==> src/hw/rtl/fas_pkg.sv <==
// Package for the fault alarm sequencer: register map, reset values,
// configuration struct and sequencer phase type.
// Depends on nothing; every other file of the block but fas_in_if uses it.
package fas_pkg;

  // Default width of the tick timers.
  localparam int TIMER_WIDTH_DEF = 20;

  // Configuration port geometry: eight registers of 32 bits.
  localparam int CFG_DATA_W = 32;
  localparam int CFG_ADDR_W = 5;
  localparam int CFG_IDX_W  = 3;

  // Field widths of the configuration registers.
  localparam int LEN_W    = 20;
  localparam int PERIOD_W = 8;
  localparam int REPEAT_W = 4;
  localparam int LEVEL_W  = 8;

  // Register indexes in address order.
  typedef enum logic [CFG_IDX_W-1:0] {
    REG_TONE_HALF_PERIOD  = 3'd0,
    REG_TONE_PERIODS      = 3'd1,
    REG_LED_TICKS         = 3'd2,
    REG_NOTE_PAUSE_TICKS  = 3'd3,
    REG_CYCLE_PAUSE_TICKS = 3'd4,
    REG_DEBOUNCE_TICKS    = 3'd5,
    REG_REPEAT_COUNT      = 3'd6,
    REG_LED_LEVEL         = 3'd7
  } reg_idx_t;

  // Reset values of the registers.
  localparam logic [LEN_W-1:0]    RST_TONE_HALF_PERIOD  = 20'd1908;
  localparam logic [PERIOD_W-1:0] RST_TONE_PERIODS      = 8'd26;
  localparam logic [LEN_W-1:0]    RST_LED_TICKS         = 20'd100000;
  localparam logic [LEN_W-1:0]    RST_NOTE_PAUSE_TICKS  = 20'd100000;
  localparam logic [LEN_W-1:0]    RST_CYCLE_PAUSE_TICKS = 20'd300000;
  localparam logic [LEN_W-1:0]    RST_DEBOUNCE_TICKS    = 20'd50000;
  localparam logic [REPEAT_W-1:0] RST_REPEAT_COUNT      = 4'd3;
  localparam logic [LEVEL_W-1:0]  RST_LED_LEVEL         = 8'd25;

  // Current register contents, handed to the datapath as one group.
  typedef struct packed {
    logic [LEN_W-1:0]    tone_half_period;
    logic [PERIOD_W-1:0] tone_periods;
    logic [LEN_W-1:0]    led_ticks;
    logic [LEN_W-1:0]    note_pause_ticks;
    logic [LEN_W-1:0]    cycle_pause_ticks;
    logic [LEN_W-1:0]    debounce_ticks;
    logic [REPEAT_W-1:0] repeat_count;
    logic [LEVEL_W-1:0]  led_level;
  } cfg_t;

  // Sequencer phases.
  typedef enum logic [2:0] {
    PH_IDLE  = 3'd0,
    PH_TONE  = 3'd1,
    PH_LED   = 3'd2,
    PH_NOTE  = 3'd3,
    PH_CYCLE = 3'd4
  } phase_t;

  // Result of one tick from the sequencer.
  typedef struct packed {
    logic               buzzer_out;
    logic [LEVEL_W-1:0] led_red;
  } seq_out_t;

endpackage

==> src/hw/rtl/fas_in_if.sv <==
// Input channel of the fault alarm sequencer: one tick with the button level.
// Standalone interface; no package dependency.
interface fas_in_if;
  logic valid;
  logic ready;
  logic button_level;

  modport source (output valid, output button_level, input ready);
  modport sink   (input valid, input button_level, output ready);
endinterface

==> src/hw/rtl/fas_out_if.sv <==
// Result channel of the fault alarm sequencer: buzzer, LED level, fault flag.
// Uses fas_pkg for the LED level width.
interface fas_out_if;
  logic                        valid;
  logic                        ready;
  logic                        buzzer_out;
  logic [fas_pkg::LEVEL_W-1:0] led_red;
  logic                        fault_active;

  modport source (output valid, output buzzer_out, output led_red, output fault_active,
                  input ready);
  modport sink   (input valid, input buzzer_out, input led_red, input fault_active,
                  output ready);
endinterface

==> src/hw/rtl/fas_cfg.sv <==
// Configuration register file of the fault alarm sequencer, APB-style port.
// Uses fas_pkg for the register map, reset values and cfg_t.
module fas_cfg (
  input  logic                             clk,
  input  logic                             rst_n,
  input  logic                             psel,
  input  logic                             penable,
  input  logic                             pwrite,
  input  logic [fas_pkg::CFG_ADDR_W-1:0]   paddr,
  input  logic [fas_pkg::CFG_DATA_W-1:0]   pwdata,
  output logic [fas_pkg::CFG_DATA_W-1:0]   prdata,
  output logic                             pready,
  output fas_pkg::cfg_t                    cfg
);

  fas_pkg::cfg_t    cfg_r;
  fas_pkg::reg_idx_t idx;
  logic             wr_en;

  assign pready = 1'b1;
  assign idx    = fas_pkg::reg_idx_t'(paddr[fas_pkg::CFG_ADDR_W-1:2]);
  assign wr_en  = psel & penable & pwrite;
  assign cfg    = cfg_r;

  // Register writes complete in the access phase of a transfer.
  always_ff @(posedge clk) begin
    if (!rst_n) begin
      cfg_r.tone_half_period  <= fas_pkg::RST_TONE_HALF_PERIOD;
      cfg_r.tone_periods      <= fas_pkg::RST_TONE_PERIODS;
      cfg_r.led_ticks         <= fas_pkg::RST_LED_TICKS;
      cfg_r.note_pause_ticks  <= fas_pkg::RST_NOTE_PAUSE_TICKS;
      cfg_r.cycle_pause_ticks <= fas_pkg::RST_CYCLE_PAUSE_TICKS;
      cfg_r.debounce_ticks    <= fas_pkg::RST_DEBOUNCE_TICKS;
      cfg_r.repeat_count      <= fas_pkg::RST_REPEAT_COUNT;
      cfg_r.led_level         <= fas_pkg::RST_LED_LEVEL;
    end else if (wr_en) begin
      unique case (idx)
        fas_pkg::REG_TONE_HALF_PERIOD:
          cfg_r.tone_half_period <= pwdata[fas_pkg::LEN_W-1:0];
        fas_pkg::REG_TONE_PERIODS:
          cfg_r.tone_periods <= pwdata[fas_pkg::PERIOD_W-1:0];
        fas_pkg::REG_LED_TICKS:
          cfg_r.led_ticks <= pwdata[fas_pkg::LEN_W-1:0];
        fas_pkg::REG_NOTE_PAUSE_TICKS:
          cfg_r.note_pause_ticks <= pwdata[fas_pkg::LEN_W-1:0];
        fas_pkg::REG_CYCLE_PAUSE_TICKS:
          cfg_r.cycle_pause_ticks <= pwdata[fas_pkg::LEN_W-1:0];
        fas_pkg::REG_DEBOUNCE_TICKS:
          cfg_r.debounce_ticks <= pwdata[fas_pkg::LEN_W-1:0];
        fas_pkg::REG_REPEAT_COUNT:
          cfg_r.repeat_count <= pwdata[fas_pkg::REPEAT_W-1:0];
        fas_pkg::REG_LED_LEVEL:
          cfg_r.led_level <= pwdata[fas_pkg::LEVEL_W-1:0];
        default: ;
      endcase
    end
  end

  // Read data, zero-extended to the bus width.
  always_comb begin
    unique case (idx)
      fas_pkg::REG_TONE_HALF_PERIOD:  prdata = fas_pkg::CFG_DATA_W'(cfg_r.tone_half_period);
      fas_pkg::REG_TONE_PERIODS:      prdata = fas_pkg::CFG_DATA_W'(cfg_r.tone_periods);
      fas_pkg::REG_LED_TICKS:         prdata = fas_pkg::CFG_DATA_W'(cfg_r.led_ticks);
      fas_pkg::REG_NOTE_PAUSE_TICKS:  prdata = fas_pkg::CFG_DATA_W'(cfg_r.note_pause_ticks);
      fas_pkg::REG_CYCLE_PAUSE_TICKS: prdata = fas_pkg::CFG_DATA_W'(cfg_r.cycle_pause_ticks);
      fas_pkg::REG_DEBOUNCE_TICKS:    prdata = fas_pkg::CFG_DATA_W'(cfg_r.debounce_ticks);
      fas_pkg::REG_REPEAT_COUNT:      prdata = fas_pkg::CFG_DATA_W'(cfg_r.repeat_count);
      fas_pkg::REG_LED_LEVEL:         prdata = fas_pkg::CFG_DATA_W'(cfg_r.led_level);
      default:                        prdata = '0;
    endcase
  end

endmodule

==> src/hw/rtl/fas_debounce.sv <==
// Button debouncer: toggles the fault flag after a continuous press.
// Uses fas_pkg for widths.
module fas_debounce #(
  parameter int TIMER_WIDTH = fas_pkg::TIMER_WIDTH_DEF
) (
  input  logic                      clk,
  input  logic                      rst_n,
  input  logic                      advance,
  input  logic                      button_level,
  input  logic [fas_pkg::LEN_W-1:0] debounce_ticks,
  output logic                      fault_nxt
);

  // Compare width covers both the timer and the configured length.
  localparam int CW = (TIMER_WIDTH > fas_pkg::LEN_W) ? TIMER_WIDTH : fas_pkg::LEN_W;
  localparam logic [CW-1:0] TMASK = CW'((64'd1 << TIMER_WIDTH) - 64'd1);

  logic                   fault_r;
  logic                   wait_release_r, wait_release_nxt;
  logic [TIMER_WIDTH-1:0] count_r, count_nxt, count_inc;
  logic [CW-1:0]          len_ext, limit;
  logic                   pressed;

  assign pressed   = ~button_level;
  assign count_inc = count_r + 1'b1;
  assign len_ext   = CW'(debounce_ticks);
  assign limit     = (len_ext > TMASK) ? TMASK : len_ext;

  // Count consecutive low ticks; after a toggle, wait for a release.
  always_comb begin
    fault_nxt        = fault_r;
    wait_release_nxt = wait_release_r;
    count_nxt        = count_r;
    if (wait_release_r) begin
      if (!pressed) begin
        wait_release_nxt = 1'b0;
        count_nxt        = '0;
      end
    end else if (pressed) begin
      count_nxt = count_inc;
      if (CW'(count_inc) >= limit) begin
        fault_nxt        = ~fault_r;
        wait_release_nxt = 1'b1;
        count_nxt        = '0;
      end
    end else begin
      count_nxt = '0;
    end
  end

  always_ff @(posedge clk) begin
    if (!rst_n) begin
      fault_r        <= 1'b0;
      wait_release_r <= 1'b0;
      count_r        <= '0;
    end else if (advance) begin
      fault_r        <= fault_nxt;
      wait_release_r <= wait_release_nxt;
      count_r        <= count_nxt;
    end
  end

endmodule

==> src/hw/rtl/fas_seq.sv <==
// Alarm sequencer: tone, LED and pause phases repeated while the fault is set.
// Uses fas_pkg for phase_t, cfg_t and seq_out_t.
module fas_seq #(
  parameter int TIMER_WIDTH = fas_pkg::TIMER_WIDTH_DEF
) (
  input  logic              clk,
  input  logic              rst_n,
  input  logic              advance,
  input  logic              fault,
  input  fas_pkg::cfg_t     cfg,
  output fas_pkg::seq_out_t res
);

  localparam int CW = (TIMER_WIDTH > fas_pkg::LEN_W) ? TIMER_WIDTH : fas_pkg::LEN_W;
  localparam logic [CW-1:0] TMASK = CW'((64'd1 << TIMER_WIDTH) - 64'd1);

  fas_pkg::phase_t                phase_r, phase_nxt;
  logic [TIMER_WIDTH-1:0]         timer_r, timer_nxt, timer_inc;
  logic [fas_pkg::PERIOD_W-1:0]   period_r, period_nxt, period_inc;
  logic [fas_pkg::REPEAT_W-1:0]   repeat_r, repeat_nxt, repeat_inc;
  logic                           buzz_r, buzz_nxt;
  logic [fas_pkg::LEN_W-1:0]      len_sel;
  logic [CW-1:0]                  len_ext, limit;
  logic                           done;
  logic                           tone_on;

  // One shared timer compare; the length follows the current phase.
  always_comb begin
    case (phase_r)
      fas_pkg::PH_TONE:  len_sel = cfg.tone_half_period;
      fas_pkg::PH_LED:   len_sel = cfg.led_ticks;
      fas_pkg::PH_NOTE:  len_sel = cfg.note_pause_ticks;
      default:           len_sel = cfg.cycle_pause_ticks;
    endcase
  end

  assign timer_inc  = timer_r + 1'b1;
  assign period_inc = period_r + 1'b1;
  assign repeat_inc = repeat_r + 1'b1;
  assign len_ext    = CW'(len_sel);
  assign limit      = (len_ext > TMASK) ? TMASK : len_ext;
  assign done       = (CW'(timer_inc) >= limit);
  assign tone_on    = (cfg.tone_periods != '0);

  // Next state of the phase machine and its counters.
  always_comb begin
    phase_nxt  = phase_r;
    timer_nxt  = timer_r;
    period_nxt = period_r;
    repeat_nxt = repeat_r;
    buzz_nxt   = buzz_r;
    if (!fault) begin
      phase_nxt  = fas_pkg::PH_IDLE;
      timer_nxt  = '0;
      period_nxt = '0;
      repeat_nxt = '0;
      buzz_nxt   = 1'b0;
    end else begin
      unique case (phase_r)
        fas_pkg::PH_TONE: begin
          if (!tone_on) begin
            phase_nxt = fas_pkg::PH_LED;
            timer_nxt = '0;
            buzz_nxt  = 1'b0;
          end else if (done) begin
            timer_nxt = '0;
            if (buzz_r) begin
              buzz_nxt = 1'b0;
            end else begin
              period_nxt = period_inc;
              if (period_inc >= cfg.tone_periods) begin
                phase_nxt = fas_pkg::PH_LED;
                buzz_nxt  = 1'b0;
              end else begin
                buzz_nxt = 1'b1;
              end
            end
          end else begin
            timer_nxt = timer_inc;
          end
        end
        fas_pkg::PH_LED: begin
          if (done) begin
            phase_nxt = fas_pkg::PH_NOTE;
            timer_nxt = '0;
            buzz_nxt  = 1'b0;
          end else begin
            timer_nxt = timer_inc;
          end
        end
        fas_pkg::PH_NOTE: begin
          if (done) begin
            repeat_nxt = repeat_inc;
            timer_nxt  = '0;
            if (repeat_inc >= cfg.repeat_count) begin
              phase_nxt = fas_pkg::PH_CYCLE;
              buzz_nxt  = 1'b0;
            end else begin
              phase_nxt  = fas_pkg::PH_TONE;
              period_nxt = '0;
              buzz_nxt   = tone_on;
            end
          end else begin
            timer_nxt = timer_inc;
          end
        end
        fas_pkg::PH_CYCLE: begin
          if (done) begin
            phase_nxt  = fas_pkg::PH_TONE;
            timer_nxt  = '0;
            period_nxt = '0;
            repeat_nxt = '0;
            buzz_nxt   = tone_on;
          end else begin
            timer_nxt = timer_inc;
          end
        end
        default: begin
          // Idle with the fault set: start a new cycle with the tone.
          phase_nxt  = fas_pkg::PH_TONE;
          timer_nxt  = '0;
          period_nxt = '0;
          repeat_nxt = '0;
          buzz_nxt   = tone_on;
        end
      endcase
    end
  end

  // Outputs reflect the state after this tick.
  always_comb begin
    res.buzzer_out = (phase_nxt == fas_pkg::PH_TONE) & buzz_nxt;
    res.led_red    = (phase_nxt == fas_pkg::PH_LED) ? cfg.led_level : '0;
  end

  always_ff @(posedge clk) begin
    if (!rst_n) begin
      phase_r  <= fas_pkg::PH_IDLE;
      timer_r  <= '0;
      period_r <= '0;
      repeat_r <= '0;
      buzz_r   <= 1'b0;
    end else if (advance) begin
      phase_r  <= phase_nxt;
      timer_r  <= timer_nxt;
      period_r <= period_nxt;
      repeat_r <= repeat_nxt;
      buzz_r   <= buzz_nxt;
    end
  end

endmodule

==> src/hw/rtl/fault_alarm_sequencer.sv <==
// Top level of the fault alarm sequencer: channels, result register, submodules.
// Depends on fas_pkg, fas_in_if, fas_out_if, fas_cfg, fas_debounce and fas_seq.
//
//   Channel  Direction  Carries
//   in_ch    sink       one tick: button_level (0 = pressed)
//   out_ch   source     buzzer_out, led_red, fault_active after that tick
//   cfg_*    slave      eight 32-bit registers at byte addresses 0x00..0x1C
//
// Debouncer and sequencer update in the cycle the tick transfers, and the
// result lands in the output register at that edge. A tick is taken whenever
// the output register is empty or its result is taken in the same cycle, so
// one tick per cycle is sustained without stalls.
// rst_n is synchronous; reset restores register defaults and an idle sequencer.
module fault_alarm_sequencer #(
  parameter int TIMER_WIDTH = fas_pkg::TIMER_WIDTH_DEF
) (
  input  logic                           clk,
  input  logic                           rst_n,
  fas_in_if.sink                         in_ch,
  fas_out_if.source                      out_ch,
  input  logic                           cfg_psel,
  input  logic                           cfg_penable,
  input  logic                           cfg_pwrite,
  input  logic [fas_pkg::CFG_ADDR_W-1:0] cfg_paddr,
  input  logic [fas_pkg::CFG_DATA_W-1:0] cfg_pwdata,
  output logic [fas_pkg::CFG_DATA_W-1:0] cfg_prdata,
  output logic                           cfg_pready
);

  fas_pkg::cfg_t     cfg;
  fas_pkg::seq_out_t res;
  logic              advance;
  logic              fault_nxt;
  logic              out_valid_r;
  logic              buzzer_r;
  logic [fas_pkg::LEVEL_W-1:0] led_r;
  logic              fault_r;

  // A tick transfers when the result register is free or drains this cycle.
  assign in_ch.ready = ~out_valid_r | out_ch.ready;
  assign advance     = in_ch.valid & in_ch.ready;

  fas_cfg u_cfg (
    .clk     (clk),
    .rst_n   (rst_n),
    .psel    (cfg_psel),
    .penable (cfg_penable),
    .pwrite  (cfg_pwrite),
    .paddr   (cfg_paddr),
    .pwdata  (cfg_pwdata),
    .prdata  (cfg_prdata),
    .pready  (cfg_pready),
    .cfg     (cfg)
  );

  fas_debounce #(.TIMER_WIDTH(TIMER_WIDTH)) u_debounce (
    .clk            (clk),
    .rst_n          (rst_n),
    .advance        (advance),
    .button_level   (in_ch.button_level),
    .debounce_ticks (cfg.debounce_ticks),
    .fault_nxt      (fault_nxt)
  );

  fas_seq #(.TIMER_WIDTH(TIMER_WIDTH)) u_seq (
    .clk     (clk),
    .rst_n   (rst_n),
    .advance (advance),
    .fault   (fault_nxt),
    .cfg     (cfg),
    .res     (res)
  );

  // Result register valid flag.
  always_ff @(posedge clk) begin
    if (!rst_n) begin
      out_valid_r <= 1'b0;
    end else if (advance) begin
      out_valid_r <= 1'b1;
    end else if (out_ch.ready) begin
      out_valid_r <= 1'b0;
    end
  end

  // Result payload, loaded on every input transfer.
  always_ff @(posedge clk) begin
    if (advance) begin
      buzzer_r <= res.buzzer_out;
      led_r    <= res.led_red;
      fault_r  <= fault_nxt;
    end
  end

  assign out_ch.valid        = out_valid_r;
  assign out_ch.buzzer_out   = buzzer_r;
  assign out_ch.led_red      = led_r;
  assign out_ch.fault_active = fault_r;

endmodule
==> src/flat_wrapper.sv <==
// flat-port wrapper written by rule: the top's interface ports become plain ports
module fault_alarm_sequencer_flat 
#(
  parameter int TIMER_WIDTH = fas_pkg::TIMER_WIDTH_DEF
)
  (clk, rst_n, cfg_psel, cfg_penable, cfg_pwrite, cfg_paddr, cfg_pwdata, cfg_prdata, cfg_pready, in_ch_valid, in_ch_button_level, in_ch_ready, out_ch_valid, out_ch_buzzer_out, out_ch_led_red, out_ch_fault_active, out_ch_ready);
  fas_in_if in_ch_i ();
  fas_out_if out_ch_i ();
  input  logic clk;
  input  logic rst_n;
  input  logic cfg_psel;
  input  logic cfg_penable;
  input  logic cfg_pwrite;
  input  logic [fas_pkg::CFG_ADDR_W-1:0] cfg_paddr;
  input  logic [fas_pkg::CFG_DATA_W-1:0] cfg_pwdata;
  output logic [fas_pkg::CFG_DATA_W-1:0] cfg_prdata;
  output logic cfg_pready;
  input wire logic [$bits(in_ch_i.valid)-1:0] in_ch_valid;
  input wire logic [$bits(in_ch_i.button_level)-1:0] in_ch_button_level;
  output wire logic [$bits(in_ch_i.ready)-1:0] in_ch_ready;
  output wire logic [$bits(out_ch_i.valid)-1:0] out_ch_valid;
  output wire logic [$bits(out_ch_i.buzzer_out)-1:0] out_ch_buzzer_out;
  output wire logic [$bits(out_ch_i.led_red)-1:0] out_ch_led_red;
  output wire logic [$bits(out_ch_i.fault_active)-1:0] out_ch_fault_active;
  input wire logic [$bits(out_ch_i.ready)-1:0] out_ch_ready;
  assign in_ch_i.valid = in_ch_valid;
  assign in_ch_i.button_level = in_ch_button_level;
  assign in_ch_ready = in_ch_i.ready;
  assign out_ch_valid = out_ch_i.valid;
  assign out_ch_buzzer_out = out_ch_i.buzzer_out;
  assign out_ch_led_red = out_ch_i.led_red;
  assign out_ch_fault_active = out_ch_i.fault_active;
  assign out_ch_i.ready = out_ch_ready;
  fault_alarm_sequencer #(.TIMER_WIDTH(TIMER_WIDTH)) u_core (.clk(clk), .rst_n(rst_n), .in_ch(in_ch_i), .out_ch(out_ch_i), .cfg_psel(cfg_psel), .cfg_penable(cfg_penable), .cfg_pwrite(cfg_pwrite), .cfg_paddr(cfg_paddr), .cfg_pwdata(cfg_pwdata), .cfg_prdata(cfg_prdata), .cfg_pready(cfg_pready));
endmodule
==> config.mk <==
export PLATFORM = sky130hd
export DESIGN_NAME = fault_alarm_sequencer_flat
export DESIGN_NICKNAME = d
export VERILOG_FILES = /design/src/hw/rtl/fas_pkg.sv /design/src/hw/rtl/fas_in_if.sv /design/src/hw/rtl/fas_out_if.sv /design/src/hw/rtl/fas_cfg.sv /design/src/hw/rtl/fas_debounce.sv /design/src/hw/rtl/fas_seq.sv /design/src/hw/rtl/fault_alarm_sequencer.sv /design/src/flat_wrapper.sv
export SDC_FILE = /design/constraint.sdc
export NUM_CORES = 1
export LEC_CHECK = 0
export BUFFER_PORTS_ARGS = -buffer_cell sky130_fd_sc_hd__clkbuf_2
export CAP_MARGIN = 20
export CORE_ASPECT_RATIO = 1.1
export CORE_MARGIN = 4
export CORE_UTILIZATION = 50
export CTS_CLUSTER_DIAMETER = 150
export DETAILED_ROUTE_END_ITERATION = 8
export MAX_ROUTING_LAYER = met4
export PLACE_DENSITY = 0.69
export SLEW_MARGIN = 20
export SYNTH_ARGS = -nofsm -noshare
export SYNTH_HDL_FRONTEND = slang
export SYNTH_SLANG_ARGS = --single-unit
==> constraint.sdc <==
create_clock -name clk -period 4.7 [get_ports clk]
set_input_delay 0.235 -clock clk [delete_from_list [all_inputs] [get_ports clk]]
set_output_delay 0.235 -clock clk [all_outputs]
set_load 0.05 [all_outputs]
# [After elaboration in Yosys (flattened, before gate mapping)]
# Cells that the tools add are included.
[op_classes] n_eq_ne=22 addsub=4 n_reduce_logical=16 bitwise=7 n_mux=53 magnitude_cmp=6
[ops] operator="32-bit one-hot mux with 8 select lines" n=1
[ops] operator="20-bit 2-to-1 mux" n=9
[ops] operator="20-bit one-hot mux with 3 select lines" n=1
[ops] operator="8-bit 2-to-1 mux" n=7
[ops] operator="20-bit by 1-bit adder with 20-bit output (second input constant)" n=2
[ops] operator="20-bit greater-or-equal comparator" n=2
[ops] operator="20-bit greater-than comparator (second input constant)" n=2
[ops] operator="20-bit one-hot mux with 2 select lines" n=1
[ops] operator="8-bit one-hot mux with 4 select lines" n=1
[ops] operator="3-bit 2-to-1 mux" n=9
[ops] operator="1-bit 2-to-1 mux" n=18
[ops] operator="3-bit inequality test (second input constant)" n=6
[ops] operator="2-bit AND reduction" n=9
[ops] operator="3-bit by 2-bit == test with 1-bit output (second input constant)" n=5
[ops] operator="3-bit == test (second input constant)" n=5
[ops] operator="4-bit 2-to-1 mux" n=3
[ops] operator="3-bit one-hot mux with 4 select lines" n=1
[ops] operator="4-bit one-hot mux with 3 select lines" n=1
[ops] operator="3-bit by 1-bit == test with 1-bit output (second input constant)" n=3
[ops] operator="8-bit by 1-bit adder with 8-bit output (second input constant)" n=1
[ops] operator="8-bit greater-or-equal comparator" n=1
[ops] operator="8-bit AND reduction" n=1
[ops] operator="8-bit nonzero test" n=1
[ops] operator="2-bit inequality test (second input constant)" n=3
[ops] operator="other kinds (11)" n=15
[totals] reg_bits=189 inputBits=45

# [Logic depth before layout (Yosys ltp)]
# Gate-level depths: netlist of run 1.
[logic_depth] depth_word=11 mapped_depth=20 ltp_nobuf=16

# [Modules after synthesis]
# Synthesis of run 1 repeated with hierarchy kept, for this count alone.
[hier_totals] cells_unflattened=1438 area_unflattened_um2=11423.5
[modules_own_cells] mod="fas_cfg" n_inst=1 area_each_um2=5576.6 cells_each=707
[modules_own_cells] mod="fas_seq" n_inst=1 area_each_um2=3738.6 cells_each=501
[modules_own_cells] mod="fas_debounce" n_inst=1 area_each_um2=1750.4 cells_each=215
[modules_own_cells] mod="fault_alarm_sequencer" n_inst=1 area_each_um2=357.8 cells_each=15

# [Worst setup path before layout of run 1]
# OpenSTA, ideal clock, no wires.
[synth_timing] kind="register to register" startpoint="register u_core.u_seq.phase_r[1]" endpoint="register u_core.led_r, in the netlist u_core.out_ch.led_red[0], data pin" n_path_buf=5 slack_ps=716 setup_time_ps=255 stages_incl_launch_ff=18 arrival_time_ps=3729 cell_sequence="dfxtp_1 -> clkbuf_1 -> clkbuf_1 -> buf_2 -> clkbuf_1 -> mux2i_1 -> nand2_1 -> o221ai_1 -> ha_1 -> a21oi_1 -> a21boi_0 -> o31a_1 -> a311oi_2 -> clkbuf_1 -> a21oi_1 -> o211ai_1 -> nor3_2 -> and2_1"
[synth_via] elab_chain_len=10 elab_cells_between_ends=18 cone_classes="2 x order compare; 5 x eq/ne; 11 x mux"
[synth_rtl] item="from (decl)" line_no="fas_seq.sv:17" text="fas_pkg::phase_t phase_r, phase_nxt;"
[synth_rtl] item="from (signal assigned)" line_no="fas_seq.sv:138" text="phase_r <= fas_pkg::PH_IDLE;"
[synth_rtl] item="from (signal assigned)" line_no="fas_seq.sv:144" text="phase_r <= phase_nxt;"
[synth_rtl] item="3-bit by 2-bit == test with 1-bit output or 3-bit by 1-bit == test with 1-bit output (tied branches)" line_no="fas_seq.sv:29, fas_seq.sv:59"
[synth_rtl] item="20-bit one-hot mux with 3 select lines" line_no="fas_seq.sv:29" text="case (phase_r)"
[synth_rtl] item="20-bit greater-than comparator" line_no="fas_seq.sv:41" text="assign limit = (len_ext > TMASK) ? TMASK : len_ext;"
[synth_rtl] item="20-bit 2-to-1 mux" line_no="fas_seq.sv:41"
[synth_rtl] item="20-bit greater-or-equal comparator" line_no="fas_seq.sv:42" text="assign done = (CW'(timer_inc) >= limit);"
[synth_rtl] item="3-bit 2-to-1 mux" line_no="fas_seq.sv:65" text="end else if (done) begin"
[synth_rtl] item="3-bit 2-to-1 mux" line_no="fas_seq.sv:61" text="if (!tone_on) begin"
[synth_rtl] item="3-bit one-hot mux with 4 select lines (*)" line_no="fas_seq.sv:59" text="unique case (phase_r)"
[synth_rtl] item="3-bit 2-to-1 mux (*)" line_no="fas_seq.sv:52" text="if (!fault) begin"
[synth_rtl] item="3-bit by 2-bit == test with 1-bit output (*)" line_no="fas_seq.sv:133" text="res.led_red = (phase_nxt == fas_pkg::PH_LED) ? cfg.led_level : '0;"
[synth_rtl] item="to (signal assigned)" line_no="fault_alarm_sequencer.sv:89" text="led_r <= res.led_red;"
[synth_rtl] item="to (decl)" line_no="fault_alarm_sequencer.sv:36" text="logic [fas_pkg::LEVEL_W-1:0] led_r;"
# Every way passes the cells marked *; elsewhere a longest branch is shown, timed or not.
# A chain may end at the register's enable or synchronous reset.

# [Worst setup path in the final report of run 1]
[layout_timing] startpoint="register u_core.u_debounce.count_r[0]" endpoint="register u_core.led_r, in the netlist u_core.out_ch.led_red[3], data pin"
[layout_via] elab_chain_len=7
[layout_rtl] item="from (decl)" line_no="fas_debounce.sv:20" text="logic [TIMER_WIDTH-1:0] count_r, count_nxt, count_inc;"
[layout_rtl] item="from (signal assigned)" line_no="fas_debounce.sv:59" text="count_r <= count_nxt;"
[layout_rtl] item="20-bit by 1-bit adder with 20-bit output" line_no="fas_debounce.sv:25" text="assign count_inc = count_r + 1'b1;"
[layout_rtl] item="20-bit greater-or-equal comparator" line_no="fas_debounce.sv:41" text="if (CW'(count_inc) >= limit) begin"
[layout_rtl] item="1-bit 2-to-1 mux" line_no="fas_debounce.sv:41"
[layout_rtl] item="1-bit 2-to-1 mux" line_no="fas_debounce.sv:39" text="end else if (pressed) begin"
[layout_rtl] item="1-bit 2-to-1 mux" line_no="fas_debounce.sv:34" text="if (wait_release_r) begin"
[layout_rtl] item="3-bit 2-to-1 mux" line_no="fas_seq.sv:52"
[layout_rtl] item="3-bit by 2-bit == test with 1-bit output" line_no="fas_seq.sv:133"
# No other way between the ends.

==> results of run 1 <==
[final cells by class]
cell class                 instances  area, sq um
timing repair buffer              87          500
clock inverter                    12          100
clock buffer                      20          489
tap                              290          363
sequential                       189         3880
multi-input combinational       1010         6310
inverter                          49          185
fill                            1996         9400
[flip-flops by register name, indices dropped and copies added, names as in the netlist]
register and cells:
u_core.out_ch.buzzer_out 1, u_core.out_ch.fault_active 1, u_core.out_ch.led_red 8, u_core.out_ch.valid 1, u_core.u_cfg.cfg 120, u_core.u_debounce.count_r 20, u_core.u_debounce.fault_r 1, u_core.u_debounce.wait_release_r 1
u_core.u_seq.buzz_r 1, u_core.u_seq.period_r 8, u_core.u_seq.phase_r 3, u_core.u_seq.repeat_r 4, u_core.u_seq.timer_r 20
[per-layer routing]
layer | part of all wire | global-route usage
met1 | 0.43 | 0.344
met2 | 0.47 | 0.434
met3 | 0.072 | 0.0452
met4 | 0.023 | 0.0848
met5 | 0 | -
[kinds of logic (layout without fill, tap and decap cells)]
family | after synthesis | in the layout
simple gates | 508 | 508
compound gates | 309 | 309
flops | 189 | 189
buf+inv | 151 | 168
mux | 79 | 79
fa+ha+maj | 56 | 56
xor+xnor | 45 | 45
other cells | 2 | 13
[report_power, final]
group / switching, mW / internal [mW]
Clock: 0.685 / 0.766
Combinational: 0.227 / 0.0693
Sequential: 0.0101 / 1.63
[synth_stat cells (5+ instances only)]
cell | number | area, sq um
a211oi_1 | 5 | 37.5
a21oi_1 | 133 | 666
a22o_1 | 16 | 140
a22oi_1 | 11 | 82.6
a311oi_1 | 9 | 78.8
a31oi_1 | 11 | 68.8
and2_1 | 11 | 68.8
and3_1 | 10 | 62.6
buf_1 | 7 | 26.3
buf_2 | 6 | 30.0
buf_4 | 14 | 105
clkbuf_1 | 73 | 274
dfxtp_1 | 179 | 3580
edfxtp_1 | 10 | 300
ha_1 | 56 | 701
inv_1 | 49 | 184
mux2_2 | 11 | 124
mux2i_1 | 61 | 611
mux4_2 | 7 | 158
nand2_1 | 282 | 1060
nand2b_1 | 9 | 56.3
nand3_1 | 53 | 265
nand4_1 | 21 | 131
nor2_1 | 85 | 319
nor3_1 | 13 | 65.1
o211a_1 | 6 | 60.1
o211ai_1 | 15 | 113
o21ai_0 | 14 | 70.1
o21ai_1 | 5 | 25.0
o221ai_1 | 16 | 140
o22a_1 | 14 | 123
o22ai_1 | 22 | 138
xnor2_1 | 25 | 219
xor2_1 | 20 | 175
[what timing repair did]
action,CTS,global route
setup buffers,0,0
hold buffers,1,0
hold endpoints to repair,1,0
[final timing paths]
check                                             startpoint                          endpoint  cells after the start
worst max register to register  u_core.u_debounce.count_r[0]          u_core.out_ch.led_red[3]                     16
worst min register to register          u_core.u_cfg.cfg[19]              u_core.u_cfg.cfg[19]                      2
worst max-delay path            u_core.u_debounce.count_r[0]          u_core.out_ch.led_red[3]                     16
worst min-delay path                      in_ch_button_level  u_core.u_debounce.wait_release_r                      2
[stage by stage]
stage | hold slack, ns | total power [mW] | setup WS, ns
floorplan | 0.333 | 1.88 | 0.716
global placement | 0.445 | 1.97 | 0.521
detailed placement | 0.456 | 1.97 | 0.441
CTS | 0.00305 | 3.40 | 0.434
global route | 0.0328 | 3.49 | 0.0612
finish | 0.0249 | 3.39 | 0.421
[critical path: cells and delay by family, from the launching register on]
| kind | cells | cell delay (ns) |
|---|---|---|
| simple gates | 10 | 2.23 |
| xor+xnor | 1 | 0.18 |
| compound gates | 2 | 0.55 |
| flops | 1 | 0.40 |
| fa+ha+maj | 1 | 0.34 |
| buf+inv | 2 | 0.34 |
==> impl_metrics.yaml, run 1 <==
status:
  status: "completed"
cts:
  numCtsBuffers: 17
  clk_pin_slew_ns: 0.07
  cts_tree: "built"
  ctsRootBufferMaster: "clkbuf_16"
  ctsResizeCount: 0
  clockBufferDepth: 2
  clk-insertion-delay-late_ns: 0.45
  htree_levels: 4
  cts_sinks: 189
timing:
  rsz0062_at_grt: "false"
  maxSlewViolCount: 0
  maxSlewHeadroom: 0.205
  fmax_mhz: 234
  tightest_slew_ns: 1.19
  finClkSkew_ns: 0.0107
  hold_violations: 0
  finalSetupTns_ns: 0
  period_share: 0.910
  setup_violations: 0
  post-route-min-period_ns: 4.28
drt:
  drt_wl_total_mm: 31.0
  dr.first_iter.drc_count: 732
  viasPerCell: 5.92
  avgRoutedWirePerCell_um: 18.7
  vias: 9807
  drc: 0
  dr.pass1.iters: 6
  ant_nets: 0
logic_synthesis:
  synthMuxAreaShare: 0.0830
  ys_seq_elements: 189
  synth_edf_count: 10
  synth_cells: 1339
  synth_adder_area_share: 0.0652
  synth_compound_area_frac: 0.189
  synth_area_sq_um: 10800
  syn_area_per_cell_sq_um: 8.03
  yosys.area_share.simple: 0.205
  yosysWarnings: 0
  seq_area_frac_synth: 0.361
  synth.distinct_cells: 70
  synth_top_family_by_area: "simple AND/OR/NAND/NOR gates"
  synthXorXnorAreaFrac: 0.0366
  async_flop_share: 0
  synth_ff_type: "dfxtp_1"
die:
  initial_utilization: 0.507
  num_rows: 56
  die_area_sq_um: 23900
  core-area_sq_um: 21200
  die_w_um: 148
  fp.dieH_um: 162
  boundaryPins: 90
cells_and_area:
  stdcell_count: 1657
  stdcell_area_sq_um: 11800
  fin_nets: 1455
  area_growth_pct: 10.0
  drive_above_1_share: 0.111
  layout_common_cells: "nand2_1, dfxtp_1, a21oi_1, nor2_1, clkbuf_2"
  final_common_cell: "nand2_1"
  antenna-diode-count: 0
  utilization: 0.557
worst_setup_path:
  cp_slowest_stage_delay_ns: 0.42
  required_ns: 4.90
  slowest_stage: "o21ai_1"
  worstSetupPathType: "register to register"
  start_kind: "register"
  r2r_slack_ns: 0.42
  crit_path_frequent_cell: "and3_1"
  end_kind: "register"
  crit_fanout: 8
  crit_chain: "and3_1 > and3_1 > and3_1 > and2_0 > nand4_1 > xnor2_1 > ha_1 > nand4_1 > nor3_1 > o31ai_1 > o21ai_1 > and2_1 > buf_4 > nor3_2 > buf_4 > and2_1"
  critPathArrivalTime_ns: 4.48
grt:
  grt_usage: 0.268
  grt_pass1_wl_mm: 50.1
  antenna_found_initial: 0
  grt_overflow: 0
  grt_max_degree: 66
  grt_pass1_vias: 9359
pwr:
  p_leak_nw: 4.66
  power_density_nw_per_um2: 286
  peakVddDrop_mv: 0.255
placement:
  port_buffers: 62
  gp_congestion: 0.876
  placed_area_sq_um: 11200
  dp.cells: 1624
  dp_hpwl_mm: 21.0
job:
  maxCapViolCount: 0
min_path:
  hp-class: "input pin to register"
Power figures use the tool's default switching activity.
==> inputs of run 2 (changes only) <==
==> constraint.sdc (replaced) <==
create_clock -name clk -period 4.7 [get_ports clk]
set_input_delay 0.94 -clock clk [delete_from_list [all_inputs] [get_ports clk]]
set_output_delay 0.94 -clock clk [all_outputs]
set_load 0.05 [all_outputs]
==> run 2 against run 1 <==
Against the previous run:
- clock skew down 0.00074 ns
- clock power down 3%
- cell area up 0.31%
- wire length up 0.11%
- flip-flop and latch count unchanged
- die area unchanged
- critical endpoint is now u_core.out_ch.led_red[6]
==> impl_metrics.yaml, run 2 (synthesized netlist as in run 1, its figures left out) <==
status:
  status: "completed"
placement:
  dp_hpwl_mm: 21.5
  gp_congestion: 0.899
  port_buffers: 62
grt:
  grt_usage: 0.263
  grt_overflow: 0
  grt_max_degree: 65
  grt_pass1_wl_mm: 49.4
  grt_pass1_vias: 9159
  antenna_found_initial: 0
worst_setup_path:
  worstSetupPathType: "register to register"
  crit_fanout: 8
  required_ns: 4.90
  regToRegStartpoint: "u_core.u_debounce.count_r[2]"
  critPathArrivalTime_ns: 4.47
  start_kind: "register"
  reg2reg_depth: 16
  end_kind: "register"
  r2r_slack_ns: 0.43
  r2r_end: "u_core.out_ch.led_red[6]"
  cp-endpoint: "u_core.out_ch.led_red[6]"
  cp-startpoint: "u_core.u_debounce.count_r[2]"
cells_and_area:
  fin_nets: 1466
  regArea_sq_um: 3880
  multi_input_area_sq_um: 6300
  final_common_cell: "nand2_1"
  drive_above_1_share: 0.117
  largest_reg_flops: 120
  utilization: 0.559
  area_growth_pct: 10.4
  antenna-diode-count: 0
  layout_common_cells: "nand2_1, dfxtp_1, a21oi_1, nor2_1, clkbuf_2"
  fillers: 1924
drt:
  drc: 0
  vias: 9886
  avgRoutedWirePerCell_um: 18.6
  viasPerCell: 5.93
  dr.pass1.iters: 5
  dr.first_iter.drc_count: 825
  drt_wl_total_mm: 31.0
  ant_nets: 0
cts:
  cts_tree: "built"
  hold_buffers: 0
  htree_levels: 4
  clk-insertion-delay-late_ns: 0.45
  cts_sinks: 189
  ctsRootBufferMaster: "clkbuf_16"
  clockBufferDepth: 2
  clk_pin_slew_ns: 0.07
  numCtsBuffers: 17
die:
  die_w_um: 148
  die_area_sq_um: 23900
  fp.dieH_um: 162
  initial_utilization: 0.507
  boundaryPins: 90
  num_rows: 56
  core-area_sq_um: 21200
timing:
  post-route-min-period_ns: 4.27
  finalSetupTns_ns: 0
  period_share: 0.908
  fmax_mhz: 234
  maxSlewViolCount: 0
  hold_violations: 0
  maxSlewHeadroom: 0.259
  setup_violations: 0
  tightest_slew_ns: 1.11
  rsz0062_at_grt: "false"
  finClkSkew_ns: 0.00995
pwr:
  p_leak_nw: 4.69
  peakVddDrop_mv: 0.269
  power_density_nw_per_um2: 282
job:
  maxCapViolCount: 0
min_path:
  hp-class: "register to register"
## run 2: worst max-delay path, stage by stage, from the launching register on
cell and delay, ns:
dfxtp_1 0.39, and3_1 0.28, and3_1 0.26, and3_1 0.25
and2_0 0.32, nand4_1 0.15, xnor2_1 0.17, ha_1 0.33
nand4_1 0.17, nor3_2 0.33, o31ai_1 0.13, o21ai_1 0.43
and2_1 0.24, buf_4 0.17, nor3_2 0.06, buf_4 0.18
and2_1 0.16
## run 2: worst min path at each step
stage | startpoint | to | slack (ns) | cells past startpoint
finish | u_core.u_cfg.cfg[19] | u_core.u_cfg.cfg[19] | 0.47 | 2
global route | u_core.u_cfg.cfg[63] | u_core.u_cfg.cfg[63] | 0.49 | 2
CTS | u_core.u_cfg.cfg[19] | u_core.u_cfg.cfg[19] | 0.47 | 2
detailed placement | u_core.u_cfg.cfg[19] | u_core.u_cfg.cfg[19] | 0.46 | 2
global placement | u_core.u_cfg.cfg[19] | u_core.u_cfg.cfg[19] | 0.44 | 2
floorplan | u_core.u_cfg.cfg[19] | u_core.u_cfg.cfg[19] | 0.44 | 2
## run 2: cell type report
type                    instances  area share
well taps                     290      0.0306
clock buffers                  19      0.0373
multi-input cells            1010       0.531
clock inverters                13     0.00959
inverters                      49      0.0156
repair buffers                 98      0.0489
flip-flops and latches        189       0.327
## run 2: metal layers
layer,global-route usage,share of wire,up-vias,wire [um]
met5,-,0,-,0
met4,0.0693,0.016,0,510
met3,0.0413,0.076,45,2360
met2,0.436,0.49,402,15100
met1,0.339,0.42,4676,13000
li1,-,-,4763,-
## run 2: where the power goes
| part | internal, mW | switching [mW] |
|---|---|---|
| sequential | 1.63 | 0.0102 |
| clock | 0.745 | 0.660 |
| combinational | 0.0716 | 0.227 |
## run 2: stage by stage
| stage | setup WS [ns] | hold slack (ns) | total power [mW] | instances | cell area, sq um |
|---|---|---|---|---|---|
| after global routing | 0.0845 | 0.491 | 3.43 | 1668 | 11900 |
| after global placement | 0.509 | 0.443 | 1.97 | 1636 | 11300 |
| after detailed placement | 0.390 | 0.455 | 1.97 | 1636 | 11300 |
| after floorplan | 0.705 | 0.436 | 1.88 | 1350 | 10800 |
| final | 0.430 | 0.465 | 3.34 | 1668 | 11900 |
| after CTS | 0.374 | 0.465 | 3.35 | 1668 | 11900 |
## run 2: what timing repair did
action / 4_1_cts / 5_1_grt
endpoints found under the hold margin: 0 / 0
resized for setup: 0 / 1
setup buffers: 0 / 0
setup endpoints to repair: 0 / 11
